==> config.mk <==
export PLATFORM = sky130hd
export DESIGN_NAME = varint_packet_framer
export DESIGN_NICKNAME = d
export VERILOG_FILES = /design/src/rtl/vpf_pkg.sv /design/src/rtl/varint_packet_framer.sv /design/src/rtl/vpf_varint_ser.sv
export SDC_FILE = /design/constraint.sdc
export NUM_CORES = 1
export LEC_CHECK = 0
export BUFFER_PORTS_ARGS = -buffer_cell sky130_fd_sc_hd__buf_2
export CAP_MARGIN = 20
export CORE_UTILIZATION = 45
export CTS_BUF_LIST = sky130_fd_sc_hd__clkbuf_16
export DETAILED_ROUTE_END_ITERATION = 10
export GPL_ROUTABILITY_DRIVEN = 0
export PLACE_DENSITY = 0.7
export SKIP_CTS_REPAIR_TIMING = 1
export SLEW_MARGIN = 25
export SYNTH_ARGS = -nofsm -noshare
export SYNTH_HDL_FRONTEND = slang
export SYNTH_SLANG_ARGS = --single-unit
==> constraint.sdc <==
create_clock -name clock -period 4.1 [get_ports clock]
set_input_delay 0.615 -clock clock [delete_from_list [all_inputs] [get_ports clock]]
set_output_delay 0.615 -clock clock [all_outputs]
set_load 0.02 [all_outputs]
==> src/rtl/vpf_pkg.sv <==
// Shared constants, types and helpers for the varint packet framer.
`timescale 1ns / 1ps

package vpf_pkg;

   localparam int LENGTH_BITS = 21;
   localparam int ID_W        = 32;
   localparam int BYTE_W      = 8;
   localparam int GROUP_W     = 7;
   // length prefix = id varint size (at most 5) + payload length
   localparam int TOT_W       = LENGTH_BITS + 1;
   localparam int SER_W       = (ID_W > TOT_W) ? ID_W : TOT_W;
   localparam int SIZE_W      = 3;

   // request tdata layout, lowest bit first
   localparam int ID_LSB      = 0;
   localparam int PLEN_LSB    = ID_LSB + ID_W;
   localparam int PBYTE_LSB   = PLEN_LSB + LENGTH_BITS;
   localparam int REQ_BITS    = PBYTE_LSB + BYTE_W;
   localparam int REQ_DATA_W  = ((REQ_BITS + 7) / 8) * 8;

   localparam logic MODE_HEADER  = 1'b0;
   localparam logic MODE_PAYLOAD = 1'b1;

   typedef enum logic [1:0] {
      ST_IDLE,
      ST_LEN,
      ST_ID
   } state_type;

   typedef struct packed {
      logic load;
      logic shift;
   } ser_ctrl_type;

   // number of 7-bit groups in the varint of a 32-bit value
   function automatic logic [SIZE_W-1:0] varint_size(input logic [ID_W-1:0] v);
      logic [SIZE_W-1:0] n;
      if (v[31:28] != '0) n = SIZE_W'(5);
      else if (v[27:21] != '0) n = SIZE_W'(4);
      else if (v[20:14] != '0) n = SIZE_W'(3);
      else if (v[13:7] != '0) n = SIZE_W'(2);
      else n = SIZE_W'(1);
      return n;
   endfunction

endpackage

==> src/rtl/varint_packet_framer.sv <==
// Top level of the varint packet framer.
`timescale 1ns / 1ps
//
// Builds length-prefixed packets as a byte stream.
// req_*: items in. tuser = mode (0 header, 1 payload byte). A header carries
//   packet id and payload length; a payload item carries one raw byte.
// rsp_*: one framed byte per transfer in tdata, tlast on the final byte of a
//   packet, tuser flags a payload byte that arrived with no open packet.
// A header is answered by varint(id size + length) then varint(id), one byte
// per cycle unless the receiver stalls, out of a 7-bit-per-step shift register;
// it holds the input off until its 2 to 9 header bytes are out. Payload bytes
// pass at one per cycle unless the receiver stalls. A payload result is
// registered at its accepting edge; the first header byte once the shift loads.
// The output register lets a new item be taken in the cycle its result is
// taken; while the receiver stalls, the held byte stays and no input is taken.
// A new header abandons any unfinished packet.
// Reset (synchronous, active high) empties the output and closes any packet.
//
module varint_packet_framer
   import vpf_pkg::*;
(
   input  logic                  clock,
   input  logic                  reset,
   input  logic                  req_tvalid,
   output logic                  req_tready,
   input  logic [REQ_DATA_W-1:0] req_tdata,  // packet_id, payload_length, payload_byte
   input  logic                  req_tuser,  // mode
   output logic                  rsp_tvalid,
   input  logic                  rsp_tready,
   output logic [BYTE_W-1:0]     rsp_tdata,  // out_byte
   output logic                  rsp_tlast,  // last
   output logic                  rsp_tuser   // error
);

   state_type state_ff, state_in;

   logic [LENGTH_BITS-1:0] rem_ff, rem_in;
   logic                   open_ff, open_in;
   logic [ID_W-1:0]        id_ff;
   logic                   plen_zero_ff;

   logic                   rsp_valid_ff;
   logic [BYTE_W-1:0]      rsp_byte_ff, rsp_byte_in;
   logic                   rsp_last_ff, rsp_last_in;
   logic                   rsp_err_ff, rsp_err_in;
   logic                   emit;

   ser_ctrl_type           ser_ctrl;
   logic [SER_W-1:0]       ser_value;
   logic [GROUP_W-1:0]     ser_group;
   logic                   ser_more;

   logic [ID_W-1:0]        req_id;
   logic [LENGTH_BITS-1:0] req_plen;
   logic [BYTE_W-1:0]      req_byte;
   logic                   slot_free;
   logic                   req_fire;
   logic [TOT_W-1:0]       total;
   logic [LENGTH_BITS-1:0] rem_dec;

   assign req_id   = req_tdata[ID_LSB +: ID_W];
   assign req_plen = req_tdata[PLEN_LSB +: LENGTH_BITS];
   assign req_byte = req_tdata[PBYTE_LSB +: BYTE_W];

   assign slot_free  = !rsp_valid_ff || rsp_tready;
   assign req_tready = (state_ff == ST_IDLE) && slot_free;
   assign req_fire   = req_tvalid && req_tready;

   assign total   = TOT_W'(req_plen) + TOT_W'(varint_size(req_id));
   assign rem_dec = rem_ff - LENGTH_BITS'(1);

   vpf_varint_ser u_ser (
      .clock      (clock),
      .ctrl       (ser_ctrl),
      .load_value (ser_value),
      .group      (ser_group),
      .more       (ser_more)
   );

   // next state
   always_comb begin
      state_in = state_ff;
      case (state_ff)
         ST_IDLE: begin
            if (req_fire && req_tuser == MODE_HEADER) state_in = ST_LEN;
         end
         ST_LEN: begin
            if (slot_free && !ser_more) state_in = ST_ID;
         end
         ST_ID: begin
            if (slot_free && !ser_more) state_in = ST_IDLE;
         end
         default: state_in = ST_IDLE;
      endcase
   end

   // outputs and datapath control
   always_comb begin
      emit          = 1'b0;
      rsp_byte_in   = rsp_byte_ff;
      rsp_last_in   = rsp_last_ff;
      rsp_err_in    = rsp_err_ff;
      ser_ctrl      = '0;
      ser_value     = SER_W'(total);
      rem_in        = rem_ff;
      open_in       = open_ff;
      case (state_ff)
         ST_IDLE: begin
            if (req_fire) begin
               if (req_tuser == MODE_HEADER) begin
                  ser_ctrl.load = 1'b1;
                  rem_in        = req_plen;
                  open_in       = (req_plen != '0);
               end else if (!open_ff || rem_ff == '0) begin
                  emit        = 1'b1;
                  rsp_byte_in = '0;
                  rsp_last_in = 1'b0;
                  rsp_err_in  = 1'b1;
                  rem_in      = '0;
                  open_in     = 1'b0;
               end else begin
                  emit        = 1'b1;
                  rsp_byte_in = req_byte;
                  rsp_last_in = (rem_dec == '0);
                  rsp_err_in  = 1'b0;
                  rem_in      = rem_dec;
                  open_in     = (rem_dec != '0);
               end
            end
         end
         ST_LEN: begin
            if (slot_free) begin
               emit           = 1'b1;
               rsp_byte_in    = {ser_more, ser_group};
               rsp_last_in    = 1'b0;
               rsp_err_in     = 1'b0;
               ser_ctrl.shift = 1'b1;
               // length prefix done: bring in the id
               if (!ser_more) begin
                  ser_ctrl.load = 1'b1;
                  ser_value     = SER_W'(id_ff);
               end
            end
         end
         ST_ID: begin
            if (slot_free) begin
               emit           = 1'b1;
               rsp_byte_in    = {ser_more, ser_group};
               rsp_last_in    = !ser_more && plen_zero_ff;
               rsp_err_in     = 1'b0;
               ser_ctrl.shift = 1'b1;
            end
         end
         default: begin
            emit = 1'b0;
         end
      endcase
   end

   always_ff @(posedge clock) begin
      if (reset) begin
         state_ff     <= ST_IDLE;
         rem_ff       <= '0;
         open_ff      <= 1'b0;
         rsp_valid_ff <= 1'b0;
      end else begin
         state_ff <= state_in;
         rem_ff   <= rem_in;
         open_ff  <= open_in;
         if (emit) begin
            rsp_valid_ff <= 1'b1;
         end else if (rsp_tready) begin
            rsp_valid_ff <= 1'b0;
         end
      end
   end

   always_ff @(posedge clock) begin
      rsp_byte_ff <= rsp_byte_in;
      rsp_last_ff <= rsp_last_in;
      rsp_err_ff  <= rsp_err_in;
      if (req_fire && req_tuser == MODE_HEADER) begin
         id_ff        <= req_id;
         plen_zero_ff <= (req_plen == '0);
      end
   end

   assign rsp_tvalid = rsp_valid_ff;
   assign rsp_tdata  = rsp_byte_ff;
   assign rsp_tlast  = rsp_last_ff;
   assign rsp_tuser  = rsp_err_ff;

   a_busy_no_accept: assert property (@(posedge clock) disable iff (reset)
      (state_ff != ST_IDLE) |-> !req_tready)
      else $error("input taken while a header is being framed");

   a_open_has_bytes: assert property (@(posedge clock) disable iff (reset)
      open_ff |-> (rem_ff != '0))
      else $error("open packet with no bytes remaining");

   a_error_byte_clean: assert property (@(posedge clock) disable iff (reset)
      (rsp_valid_ff && rsp_err_ff) |-> (rsp_byte_ff == '0 && !rsp_last_ff))
      else $error("error transfer carries data or last");

   a_header_starts: assert property (@(posedge clock) disable iff (reset)
      (req_fire && req_tuser == MODE_HEADER) |=> (state_ff == ST_LEN))
      else $error("header did not start the length prefix");

endmodule

==> src/rtl/vpf_varint_ser.sv <==
// Varint serializer: shift register that yields one 7-bit group per step.
`timescale 1ns / 1ps

module vpf_varint_ser
   import vpf_pkg::*;
(
   input  logic               clock,
   input  ser_ctrl_type       ctrl,
   input  logic [SER_W-1:0]   load_value,
   output logic [GROUP_W-1:0] group,
   output logic               more
);

   logic [SER_W-1:0] sr_ff;
   logic [SER_W-1:0] sr_in;

   always_comb begin
      sr_in = sr_ff;
      if (ctrl.load) begin
         sr_in = load_value;
      end else if (ctrl.shift) begin
         sr_in = sr_ff >> GROUP_W;
      end
   end

   always_ff @(posedge clock) begin
      sr_ff <= sr_in;
   end

   assign group = sr_ff[GROUP_W-1:0];
   assign more  = (sr_ff[SER_W-1:GROUP_W] != '0);

endmodule

==> metrics.md <==
| Metric | Value |
|---|---|
| Status | `finished, final reports clean` |
| Buffers and inverters on the worst path | `2` |
| Crit path time final | `3.617 ns` |
| CTS Buf Count | `9` |
| Worst slew pin tran | `0.9022 ns` |
| RSZ-0062 raised after global routing | `no` |
| Post-synth EDFFs | `75` |
| I/O Pins | `81` |
| Largest net degree at the start of global routing | `33` |
| DP HPWL | `9745 um` |
| Row Count | `39` |
| Post-synth ARST share | `0%` |
| H-Tree Depth | `3` |
| Starting Density | `46.57%` |
| Leakage power total | `2.222 nW` |
| Global-route wire length before repair | `21750 um` |
| Worst-path cell chain | `buf_2, or4_1, nor4_1, nor2b_1, o21ai_0, ha_1, inv_1, fa_1, nor2b_1, o21ai_1, nor2_1, xor2_1, mux2i_1, o21ai_0` |
| Clk buf depth | `2` |
| Slew Limit Fails | `0` |
| Crit end category | `flip-flop` |
| Max-Cap Viols | `0` |
| Final Core Density | `52.97%` |
| CP startpoint kind | `input port` |
| P_int | `1.751 mW` |
| Placed Instances | `719` |
| Critical-path top delay cell | `o21ai_1` |
| Clk pwr share | `33.5%` |
| WL final | `13400 um` |
| Core area | `11470 um^2` |
| # fillers | `1027` |
| Worst EP arrival | `3.73 ns` |
| TritonRoute pass-1 iters | `8` |
| Setup Viol. Count Final | `0` |
| Layout area overhead | `13.75%` |
| Max-Slew Margin vs Limit | `39.30%` |
| Clock Sinks | `100` |
| Final-stage net count | `666` |
| Synth unique cells | `59` |
| Gate Count Post-Synth | `524` |
| Die W | `110.9 um` |
| Yosys warnings | `0` |
| Root buf cell | `clkbuf_16` |
| CTS tree | `done` |
| Syn Nets | `603` |
| VDD IR max | `247.1 uV` |
| Worst Skew | `0.008520 ns` |
| Via density | `6.154` |
| Initial antenna violation count | `0` |
| F_max | `276.5 MHz` |
| Main synth FF type | `edfxtp_1` |
| GR Overflow Total | `0` |
| Gr usage total | `22.58%` |
| Clk_lat worst skew | `0.36 ns` |
| Non-filler cells, final | `735` |
| Psw | `726.0 uW` |
| Part of the power in combinational logic | `17.8%` |
| Syn_area_per_cell | `10.19 um^2` |
| Input/output buffers | `77` |
| Crit path largest cell delay | `0.63 ns` |
| Die Span Y | `110.9 um` |
| ANT nets after route | `0` |
| Hold Path Class | `input port to flip-flop` |
| Vias | `4523` |
| Number of global-route vias before repair | `4248` |
| Drt wl/cell | `18.23 um` |
| DRT iter0 DRCs | `442` |
| Mapped Area | `5340 um^2` |
| Critical Path Fanout Max | `9` |
| Worst Path Required | `4.21 ns` |
| Reg clk slew, reported paths | `0.07 ns` |
| Final setup TNS | `0 ns` |
| Final hold vios | `0` |
| Pwr Density | `407.7 nW/um^2` |
| Die area | `12310 um^2` |
| Fraction of layout instances using a drive strength above 1 | `18.24%` |
| Critical path class | `input port to flip-flop` |
| Yosys reg bits | `100` |
| Fin crit share | `88.22%` |
| Inserted Diodes | `0` |
| Sw Ratio | `29.31%` |
| CP delay by family, top | `simple AND/OR/NAND/NOR gates` |
| Post-synthesis sequential area ratio | `51.55%` |
| # DRC | `0` |
| Register share of total power | `48.7%` |
==> placed cells by master (no fill, tap or decap), types with 3 or more instances in the layout <==
master / synthesis / routed
a21o_1: 3 / 3
a21oi_1: 24 / 24
a22o_1: 13 / 13
a22oi_1: 16 / 16
and2_1: 12 / 12
and3_1: 6 / 6
buf_2: 3 / 77
buf_4: 3 / 6
clkbuf_16: 0 / 9
dfxtp_1: 25 / 25
edfxtp_1: 75 / 75
ha_1: 9 / 9
inv_1: 13 / 13
mux2i_1: 9 / 9
nand2_1: 33 / 33
nand2b_1: 6 / 6
nand3_1: 11 / 11
nand4_1: 10 / 10
nor2_1: 47 / 47
nor2b_1: 8 / 8
nor3_1: 21 / 21
nor3b_1: 3 / 3
nor4_1: 23 / 23
o21a_1: 5 / 5
o21ai_0: 42 / 41
o21ai_1: 8 / 8
o2bb2ai_1: 4 / 4
o31ai_1: 3 / 3
or4_1: 8 / 8
xnor2_1: 12 / 12
xor2_1: 10 / 10
==> worst reg2reg max path: stages (launching register included) <==
cell and delay [ns]:
dfxtp_1 0.35, inv_1 0.10, ha_1 0.30, nor3b_1 0.69, nand4_1 0.22, xor2_1 0.25, nand4b_1 0.17, or4_1 0.60
o31ai_1 0.25
==> per-stage QoR <==
stage          hold WS [ns]  total power, mW  setup WS (ns)  cell area (um^2)
3_5_place_dp         0.4918            1.660         0.1121              5792
5_1_grt              0.4226            2.588         0.1711              6075
3_3_place_gp         0.4853            1.645         0.2609              5792
2_1_floorplan        0.4522            1.529         0.2334              5340
6_report             0.4279            2.477         0.4831              6075
4_1_cts              0.4174            2.482         0.4803              6075
==> sequential cells by signal, indices dropped and copies added, names as in the netlist, 2 cells and up <==
| signal | flops |
|---|---|
| u_ser.sr_ff | 32 |
| id_ff | 32 |
| state_ff | 2 |
| rem_ff | 21 |
| rsp_tdata | 8 |
==> power by group through the flow <==
stage	clock network (mW)	logic, mW	registers, mW
after floorplan	0	0.306	1.22
after global placement	0	0.420	1.23
final	0.829	0.441	1.21
after detailed placement	0	0.432	1.23
after global routing	0.892	0.482	1.21
after CTS	0.842	0.434	1.21
==> Yosys cell counts, types with 5 or more instances <==
cell type | n | area [um^2]
edfxtp_1 | 75 | 2252
nor2_1 | 47 | 176.4
o21ai_0 | 42 | 210.2
nand2_1 | 33 | 123.9
dfxtp_1 | 25 | 500.5
a21oi_1 | 24 | 120.1
nor4_1 | 23 | 143.9
nor3_1 | 21 | 105.1
clkbuf_1 | 17 | 63.81
a22oi_1 | 16 | 120.1
a22o_1 | 13 | 113.9
inv_1 | 13 | 48.80
and2_1 | 12 | 75.07
xnor2_1 | 12 | 105.1
nand3_1 | 11 | 55.05
nand4_1 | 10 | 62.56
xor2_1 | 10 | 87.58
ha_1 | 9 | 112.6
mux2i_1 | 9 | 90.09
nor2b_1 | 8 | 50.05
o21ai_1 | 8 | 40.04
or4_1 | 8 | 60.06
and3_1 | 6 | 37.54
nand2b_1 | 6 | 37.54
o21a_1 | 5 | 37.54
==> logic make-up after synthesis <==
group / after synthesis / share of synthesized area, %
xor gates and xnor gates: 22 / 3.608
AOI/OAI and AO/OA: 135 / 16.47
and+or+nand+nor: 203 / 20.20
adders and majority gates: 10 / 2.484
DFF: 100 / 51.55
muxes: 9 / 1.687
buffers and inverters: 45 / 4.006
==> cell type report <==
class	instances	area, um^2	share of cell area, %
multi-input combinational	379	2377	39.13
timing repair buffer	83	430.4	7.085
tap	143	178.9	2.945
clock buffer	9	225.2	3.708
sequential	100	2753	45.31
clock inverter	7	57.56	0.9475
inverter	14	52.55	0.8651
==> routing by layer <==
metal / vias up / GRT usage, % / share of wire (%)
li1: 2107 / - / -
met1: 2156 / 31.21 / 44
met4: 0 / 8.978 / 2.5
met5: - / 0 / 0
met2: 233 / 33.66 / 45
met3: 27 / 6.069 / 8.5
==> worst paths after layout <==
kind | startpoint | end | slack (ns) | depth (start not counted)
hold reg to reg | rem_ff[20]$_SDFFE_PP0P_ | rem_ff[20]$_SDFFE_PP0P_ | 0.51 | 2
setup reg to reg | rem_ff[1]$_SDFFE_PP0P_ | rsp_tlast$_DFFE_PP_ | 0.99 | 8
hold / removal | req_tdata[4] | id_ff[4]$_DFFE_PP_ | 0.43 | 1
setup / recovery | req_tdata[16] | u_ser.sr_ff[8]$_DFFE_PP_ | 0.48 | 14
No activity file was read; power rests on OpenSTA's default activity.
